## src/rtl/core/b377fp2_pkg.sv

```systemverilog
// Package for the BLS12-377 Fp2 ALU: payload types, field constants and the
// sequencer microcode. Depends on nothing; used by every module of the block.
`default_nettype none
package b377fp2_pkg;

	localparam int LIMBS_PER_COORD = 6;
	localparam int LIMB_BITS       = 64;
	localparam int STORE_LIMBS     = 2 * LIMBS_PER_COORD;
	localparam int FP_BITS         = LIMBS_PER_COORD * LIMB_BITS;
	localparam int EXP_BITS        = 377;

	localparam logic [FP_BITS-1:0] MOD_P = {
		64'h01ae3a4617c510ea, 64'hc63b05c06ca1493b, 64'h1a22d9f300f5138f,
		64'h1ef3622fba094800, 64'h170b5d4430000000, 64'h8508c00000000001};
	localparam logic [FP_BITS-1:0] MONT_ONE = {
		64'h01660e3656e542d7, 64'hd6c3bc1926ff4de3, 64'h547f52db80ceae5c,
		64'h54894ed68a3d2a2e, 64'h5e941d24c60ba5e9, 64'h7d1c7fffffffd3b1};
	localparam logic [FP_BITS-1:0] EXP_PM2 = {
		64'h01ae3a4617c510ea, 64'hc63b05c06ca1493b, 64'h1a22d9f300f5138f,
		64'h1ef3622fba094800, 64'h170b5d4430000000, 64'h8508bfffffffffff};

	typedef enum logic [2:0] {
		ACT_ADD = 3'd0, ACT_SUB = 3'd1, ACT_NEG = 3'd2,
		ACT_MUL = 3'd3, ACT_SQR = 3'd4, ACT_INV = 3'd5
	} action_t;

	typedef struct packed {
		logic [2:0]           action;
		logic                 operand_select;
		logic [3:0]           limb_index;
		logic [LIMB_BITS-1:0] limb_value;
		logic                 start_compute;
	} req_t;

	typedef struct packed {
		logic [3:0]           result_index;
		logic [LIMB_BITS-1:0] result_limb;
		logic                 result_last;
		logic                 range_error;
	} rsp_t;

	typedef enum logic [2:0] {
		UOP_ADD, UOP_SUB, UOP_MUL, UOP_MULC, UOP_LOOP, UOP_END
	} uop_t;

	typedef enum logic [3:0] {
		R_XA, R_XB, R_YC, R_YD, R_T0, R_T1, R_T2, R_T3, R_T4, R_ZERO, R_ONE
	} reg_t;

	typedef struct packed {
		uop_t op;
		reg_t dst;
		reg_t s1;
		reg_t s2;
	} uinst_t;

	localparam logic [5:0] PC_ADD  = 6'd0;
	localparam logic [5:0] PC_SUB  = 6'd3;
	localparam logic [5:0] PC_NEG  = 6'd6;
	localparam logic [5:0] PC_MUL  = 6'd9;
	localparam logic [5:0] PC_INV  = 6'd21;
	localparam logic [5:0] PC_LOOP = 6'd28;

	function automatic uinst_t ucode(input logic [5:0] pc);
		uinst_t u;
		u = '{UOP_END, R_T0, R_ZERO, R_ZERO};
		case (pc)
			6'd0:  u = '{UOP_ADD, R_T0, R_XA, R_YC};
			6'd1:  u = '{UOP_ADD, R_T2, R_XB, R_YD};
			6'd3:  u = '{UOP_SUB, R_T0, R_XA, R_YC};
			6'd4:  u = '{UOP_SUB, R_T2, R_XB, R_YD};
			6'd6:  u = '{UOP_SUB, R_T0, R_ZERO, R_XA};
			6'd7:  u = '{UOP_SUB, R_T2, R_ZERO, R_XB};
			// Karatsuba: v0, v1, (a+b)(c+d) - v0 - v1, v0 - 5*v1
			6'd9:  u = '{UOP_MUL, R_T0, R_XA, R_YC};
			6'd10: u = '{UOP_MUL, R_T1, R_XB, R_YD};
			6'd11: u = '{UOP_ADD, R_T2, R_XA, R_XB};
			6'd12: u = '{UOP_ADD, R_T3, R_YC, R_YD};
			6'd13: u = '{UOP_MUL, R_T2, R_T2, R_T3};
			6'd14: u = '{UOP_SUB, R_T2, R_T2, R_T0};
			6'd15: u = '{UOP_SUB, R_T2, R_T2, R_T1};
			6'd16: u = '{UOP_ADD, R_T3, R_T1, R_T1};
			6'd17: u = '{UOP_ADD, R_T3, R_T3, R_T3};
			6'd18: u = '{UOP_ADD, R_T3, R_T3, R_T1};
			6'd19: u = '{UOP_SUB, R_T0, R_T0, R_T3};
			// inverse: norm, power p-2, scale (a,-b)
			6'd21: u = '{UOP_MUL, R_T0, R_XA, R_XA};
			6'd22: u = '{UOP_MUL, R_T1, R_XB, R_XB};
			6'd23: u = '{UOP_ADD, R_T3, R_T1, R_T1};
			6'd24: u = '{UOP_ADD, R_T3, R_T3, R_T3};
			6'd25: u = '{UOP_ADD, R_T3, R_T3, R_T1};
			6'd26: u = '{UOP_ADD, R_T4, R_T0, R_T3};
			6'd27: u = '{UOP_ADD, R_T1, R_ONE, R_ZERO};
			6'd28: u = '{UOP_MUL, R_T1, R_T1, R_T1};
			6'd29: u = '{UOP_MULC, R_T1, R_T1, R_T4};
			6'd30: u = '{UOP_LOOP, R_T1, R_ZERO, R_ZERO};
			6'd31: u = '{UOP_SUB, R_T3, R_ZERO, R_XB};
			6'd32: u = '{UOP_MUL, R_T0, R_XA, R_T1};
			6'd33: u = '{UOP_MUL, R_T2, R_T3, R_T1};
			default: u = '{UOP_END, R_T0, R_ZERO, R_ZERO};
		endcase
		return u;
	endfunction

endpackage
`default_nettype wire

```

## src/rtl/core/b377fp2_mont_mul.sv

```systemverilog
// Bit-serial Montgomery multiplier, r = a*b/2^384 mod p, one bit of a a cycle.
// Depends on b377fp2_pkg.
`default_nettype none
module b377fp2_mont_mul
	import b377fp2_pkg::*;
(
	input  wire logic               clk,
	input  wire logic               arst_n,
	input  wire logic               start,
	input  wire logic [FP_BITS-1:0] a,
	input  wire logic [FP_BITS-1:0] b,
	output logic                    done,
	output logic [FP_BITS-1:0]      r
);
	localparam int TW = FP_BITS + 2;

	typedef enum logic [1:0] {M_IDLE, M_RUN, M_FIN} mstate_t;

	mstate_t            state_q;
	logic [8:0]         cnt_q;
	logic [FP_BITS-1:0] a_q, b_q;
	logic [TW-1:0]      t_q;
	logic [TW-1:0]      s1, s2, tsub;

	always_comb begin
		s1 = t_q + (a_q[0] ? {2'b00, b_q} : '0);
		s2 = s1 + (s1[0] ? {2'b00, MOD_P} : '0);
		tsub = t_q - {2'b00, MOD_P};
	end

	always_ff @(posedge clk or negedge arst_n) begin
		if (!arst_n) begin
			state_q <= M_IDLE;
			cnt_q   <= '0;
			done    <= 1'b0;
		end else begin
			done <= 1'b0;
			case (state_q)
				M_IDLE: begin
					if (start) begin
						a_q     <= a;
						b_q     <= b;
						t_q     <= '0;
						cnt_q   <= '0;
						state_q <= M_RUN;
					end
				end
				M_RUN: begin
					t_q   <= {1'b0, s2[TW-1:1]};
					a_q   <= {1'b0, a_q[FP_BITS-1:1]};
					cnt_q <= cnt_q + 9'd1;
					if (cnt_q == 9'(FP_BITS - 1))
						state_q <= M_FIN;
				end
				M_FIN: begin
					// t below 2p here: one conditional subtract
					r       <= tsub[TW-1] ? t_q[FP_BITS-1:0] : tsub[FP_BITS-1:0];
					done    <= 1'b1;
					state_q <= M_IDLE;
				end
				default: state_q <= M_IDLE;
			endcase
		end
	end
endmodule
`default_nettype wire

```

## config.mk

```make
export PLATFORM = sky130hd
export DESIGN_NAME = b377fp2_mont_mul
export DESIGN_NICKNAME = d
export VERILOG_FILES = /design/src/rtl/core/b377fp2_pkg.sv /design/src/rtl/core/b377fp2_mont_mul.sv
export SDC_FILE = /design/constraint.sdc
export NUM_CORES = 2
export LEC_CHECK = 0
export ABC_AREA = 0
export CORE_MARGIN = 2
export CORE_UTILIZATION = 34
export DETAILED_ROUTE_END_ITERATION = 12
export DONT_BUFFER_PORTS = 1
export MAX_ROUTING_LAYER = met4
export SLEW_MARGIN = 0
export SYNTH_ARGS = -nofsm -noshare
export SYNTH_HDL_FRONTEND = slang
export SYNTH_SLANG_ARGS = --single-unit
export TNS_END_PERCENT = 5
```

## constraint.sdc

```tcl
create_clock -name clk -period 32.7 [get_ports clk]
set_input_delay 3.27 -clock clk [delete_from_list [all_inputs] [get_ports clk]]
set_output_delay 3.27 -clock clk [all_outputs]
set_load 0.05 [all_outputs]
```

Word level (Yosys, flattened, before mapping):

Cells that the tools add are included.
W data, S select, Z words.

* word-level logic and storage cells: 36
* output and inout port bits: 385
* register bits after elaboration: 1550

* add/sub/neg operators: 4
* multiplexer cells: 13
* equality and inequality tests: 5
* reductions and logical operators: 7

Operator list (count)
* $mux W384: 3
* $pmux W386 S2: 1
* $pmux W384 S2: 1
* $add A386 B377 Y386: 1
* $add A386 B384 Y386: 1
* $mux W386: 1
* $sub A386 B377 Y386 const B: 1
* $mux W377: 1
* $pmux W9 S2: 1
* $add A9 B1 Y9 const B: 1
* $eq A9 B9 Y1 const B: 1
* $mux W9: 1
* $reduce_and A2 Y1: 3
* $reduce_and A3 Y1: 2
* $mux W2: 2
* $ne A2 B2 Y1 const B: 2
* $pmux W2 S2: 1
* $eq A2 B1 Y1 const B: 1
* $eq A2 B2 Y1 const B: 1
* $logic_not A2 Y1: 1
* $reduce_bool A2 Y1: 1
* $mux W1: 1

Logic depth before layout (Yosys ltp):

* word-level depth: 5
* gate-level depth with buffers: 44
* mapped depth without buffers: 41

Least setup slack after synthesis:

No wires, ideal clock.

* path type: input to register
* from: input start
* to: register a_q[0] (enable)
* path slack: -4.385 ns
* arrival: 35.161 ns
* cell stages on the path: 2
* data required time: 30.776 ns
* path through: o21bai_1 > nor2_1

* word-level cells in the longest chain between the ends: 2

RTL lines
* from (decl): RTL line b377fp2_mont_mul.sv:9 `input wire logic start,`
* $ne A2 B2 Y1 (no line)
* $reduce_and A3 Y1 (no line)
* to (signal assigned): RTL line b377fp2_mont_mul.sv:50 `a_q <= {1'b0, a_q[FP_BITS-1:1]};`
* to (decl): RTL line b377fp2_mont_mul.sv:21 `logic [FP_BITS-1:0] a_q, b_q;`

No other way between the ends.
A chain may end at the register's enable or synchronous reset.

Worst setup path after layout:

* from: register a_q[0]
* to: register t_q[379], data pin

* word-level cells in the longest chain between the ends: 5

RTL lines
* $mux W384 (*): RTL line b377fp2_mont_mul.sv:26 `s1 = t_q + (a_q[0] ? {2'b00, b_q} : '0);`
* $add A386 B384 Y386 (*): RTL line b377fp2_mont_mul.sv:26
* $mux W377: RTL line b377fp2_mont_mul.sv:27 `s2 = s1 + (s1[0] ? {2'b00, MOD_P} : '0);`
* $add A386 B377 Y386 (*): RTL line b377fp2_mont_mul.sv:27
* $pmux W386 S2 (*): RTL line b377fp2_mont_mul.sv:38 `case (state_q)`
* to (signal assigned): RTL line b377fp2_mont_mul.sv:49 `t_q <= {1'b0, s2[TW-1:1]};`
* to (decl): RTL line b377fp2_mont_mul.sv:22 `logic [TW-1:0] t_q;`

Mark *: on every way between the ends. The rest lies on a longest branch, timed or not.

==> results.ini <==
[die]
fp.dieW_um=594
dieArea_um2=353000
core_region_area_um2=346000
die_h_um=594
ios=1156
initial_core_util_pct=34.2
num_rows=216

[placed_design]
dpl.hpwl_mm=479
gp_congestion=1.07
io_buffers=0
dp.cells=17955

[global_route]
met1_usage_pct=41.8
grt_max_degree=205
met2_usage_pct=47.4
busiest_layer=met2
first_global_vias=104569
grt.total_usage_pct=32.3
use_met3_pct=5.62
gr-total-overflow=0
grt_pass1_wl_mm=802
antenna_found_initial=110

[clock_tree]
cts_setup_buffers=0
clockBufferDepth=4
postCtsResizedCells=0
worstSkewPairLatency_ns=0.96
cts_buffers=182
cts.sink_count=1549
clk_pin_slew_ns=0.08
h-tree-depth=4
postCtsHoldBufs=0
clock-root-buffer=clkbuf_16
cts_tree=built

[sta]
fin_crit_sh_pct=44.3
clock.fmax_mhz=69.0
final-setup-viol-count=0
period_needed_ns=14.50
rsz0062_at_grt=false
final_max_slew_viol_count=0
slew_headroom_pct=3.30
hold_violations=0
tightest_slew_ns=1.44
totalNegativeSetupSlack_ns=0
finClkSkew_ns=0.116

[power_and_ir_drop]
ir_drop_uv=64.0
p_leak_nw=46.9
power.density_cell_area_nw_per_um2=119
power_switching_mw=8.24
p_sw_share_pct=53.8
p_int_mw=7.07
pwr-share-clk_pct=14.0
power.share.combinational_pct=62.9
p_seq_share_pct=23.1

[setup_path]
slowest_stage=a211oi_1
path_class=reg2reg
path_max_fanout=89
path_buf_inv=2
cp.required_ns=33.33
critPathLaunchType=flip-flop
r2r_slack_ns=18.20
crit_arrival_ns=15.13
end_kind=flip-flop
critical_path.top_delay_family=compound AO/OA/AOI/OAI gates
crit_path_max_incr_delay_ns=1.18

[logic_synthesis]
synth_edf_count=1537
ys_seq_area_share_pct=39.3
synth_area_leader_cell=edfxtp_1
ys_types=138
synthMuxAreaShare_pct=0.226
synth_top_family_by_area=simple AND/OR/NAND/NOR gates
yosys_register_bits=1549
synth_ff_type=edfxtp_1
synth_fa_ha_area_share_pct=5.53
synth_commonest_cells=2422 x nand2_1, 1537 x edfxtp_1, 1424 x nor2_1
synth_top_area_share_pct=39.0
synthCells=13844
synthesis.nets=15137
avgSynthCellArea_um2=8.54
synth_area_leaders=edfxtp_1 39%, nand2_1 7.7%, ha_1 5.5%
async_reset_ff_share_pct=0.775
synth-xor-area-share_pct=7.91
yosysMostFrequentCell=nand2_1
yosysWarnings=0
synth_compound_area_share_pct=18.4
yosys.area_share.simple_pct=25.8
syn_area_um2=118000

[final_layout]
fin_util_pct=37.3
areaGrowthSynthToFinish_pct=9.14
drive_gt1_share_pct=5.01
stdcell_count=18364
nets=14854

[routing]
avgViaCountPerCell=6.10
drtAntennaViolNets=0
wire_per_inst_um=31.6
drt-pass1-iter-count=6
vias=111963
drc_errors=0
drt_iter0_drc=14206
wl_mm=580

[run]
drv_cap=0

[status]
status=completed

[min_path]
worst_hold_path_type=reg2reg

==> registers in the layout (all words and copies together) (netlist names) <==
name	cells
cnt_q	9
state_q	2
t_q	385
done	1
b_q	384
a_q	384
r	384
==> layout by cell type, fill, tap and decap left out, drive strengths merged, types with 78 or more instances in the layout <==
| master | count |
|---|---|
| nand2b | 82 |
| edfxtp | 1537 |
| clkbuf | 217 |
| and2 | 533 |
| nand2 | 2425 |
| o31ai | 97 |
| a21oi | 1115 |
| or3 | 125 |
| buf | 126 |
| or2 | 78 |
| o21bai | 162 |
| nor3 | 368 |
| ha | 521 |
| a21o | 294 |
| xnor2 | 591 |
| nand3 | 346 |
| nor2 | 1427 |
| nand4 | 401 |
| xor2 | 473 |
| inv | 280 |
| a31oi | 154 |
| and3 | 147 |
| o21ai | 792 |
| o21a | 132 |
| nor4 | 162 |
==> through the flow <==
stage	power [mW]	worst slack, ns	hold slack (ns)	instance area, µm²
floorplan	9.28	8.69	0.457	118000
global placement	12.9	19.24	0.477	123000
detailed placement	12.8	19.19	0.490	123000
CTS	15.0	19.12	0.443	129000
global route	16.0	18.47	0.463	129000
finish	15.3	18.20	0.463	129000
==> worst register-to-register path, delay by kind of cell (launching register included) <==
kind	cells	cell delay, ns
and+or+nand+nor	12	4.15
buffers and inverters	2	0.79
DFF	1	0.35
adders and majority gates	2	0.86
AOI/OAI and AO/OA	19	7.69
xor gates and xnor gates	2	0.34
==> logic make-up after synthesis <==
| logic type | Yosys count |
|---|---|
| AO/OA/AOI/OAI | 3405 |
| multiplexers | 26 |
| AND/OR/NAND/NOR | 6421 |
| buffers and inverters | 857 |
| adder cells (fa/ha/maj) | 522 |
| XOR/XNOR | 1064 |
| flip-flops | 1549 |
==> power groups by stage <==
stage | clock network (mW) | registers, mW | logic [mW]
finish | 2.14 | 3.54 | 9.63
global route | 2.25 | 3.55 | 10.2
CTS | 2.18 | 3.51 | 9.33
detailed placement | 0 | 3.54 | 9.23
global placement | 0 | 3.54 | 9.34
floorplan | 0 | 3.19 | 6.09
==> cell type report <==
cell class / count / area, µm²
Antenna cell: 75 / 188
Clock inverter: 117 / 1380
Clock buffer: 217 / 4790
Multi-Input combinational cell: 11438 / 68500
Tap cell: 4578 / 5730
Fill cell: 35964 / 217000
Sequential cell: 1549 / 46500
Inverter: 264 / 991
Timing Repair Buffer: 126 / 1020
==> worst paths after layout <==
path / from / to / cells past startpoint
worst max-delay path: a_q[0] / t_q[379] / 37
worst min-delay path: a_q[128] / a_q[127] / 2
worst max register to register: a_q[0] / t_q[379] / 37
worst min register to register: a_q[128] / a_q[127] / 2
max in group asynchronous: arst_n / cnt_q[4] / 0
min in group asynchronous: arst_n / done / 0
==> routing by layer <==
layer | wire (µm) | part of all wire (%)
met5 | 0 | 0
met1 | 242000 | 42
met2 | 250000 | 43
met3 | 48400 | 8.3
met4 | 39400 | 6.8
Note: power is estimated with default switching activity, not from simulation.
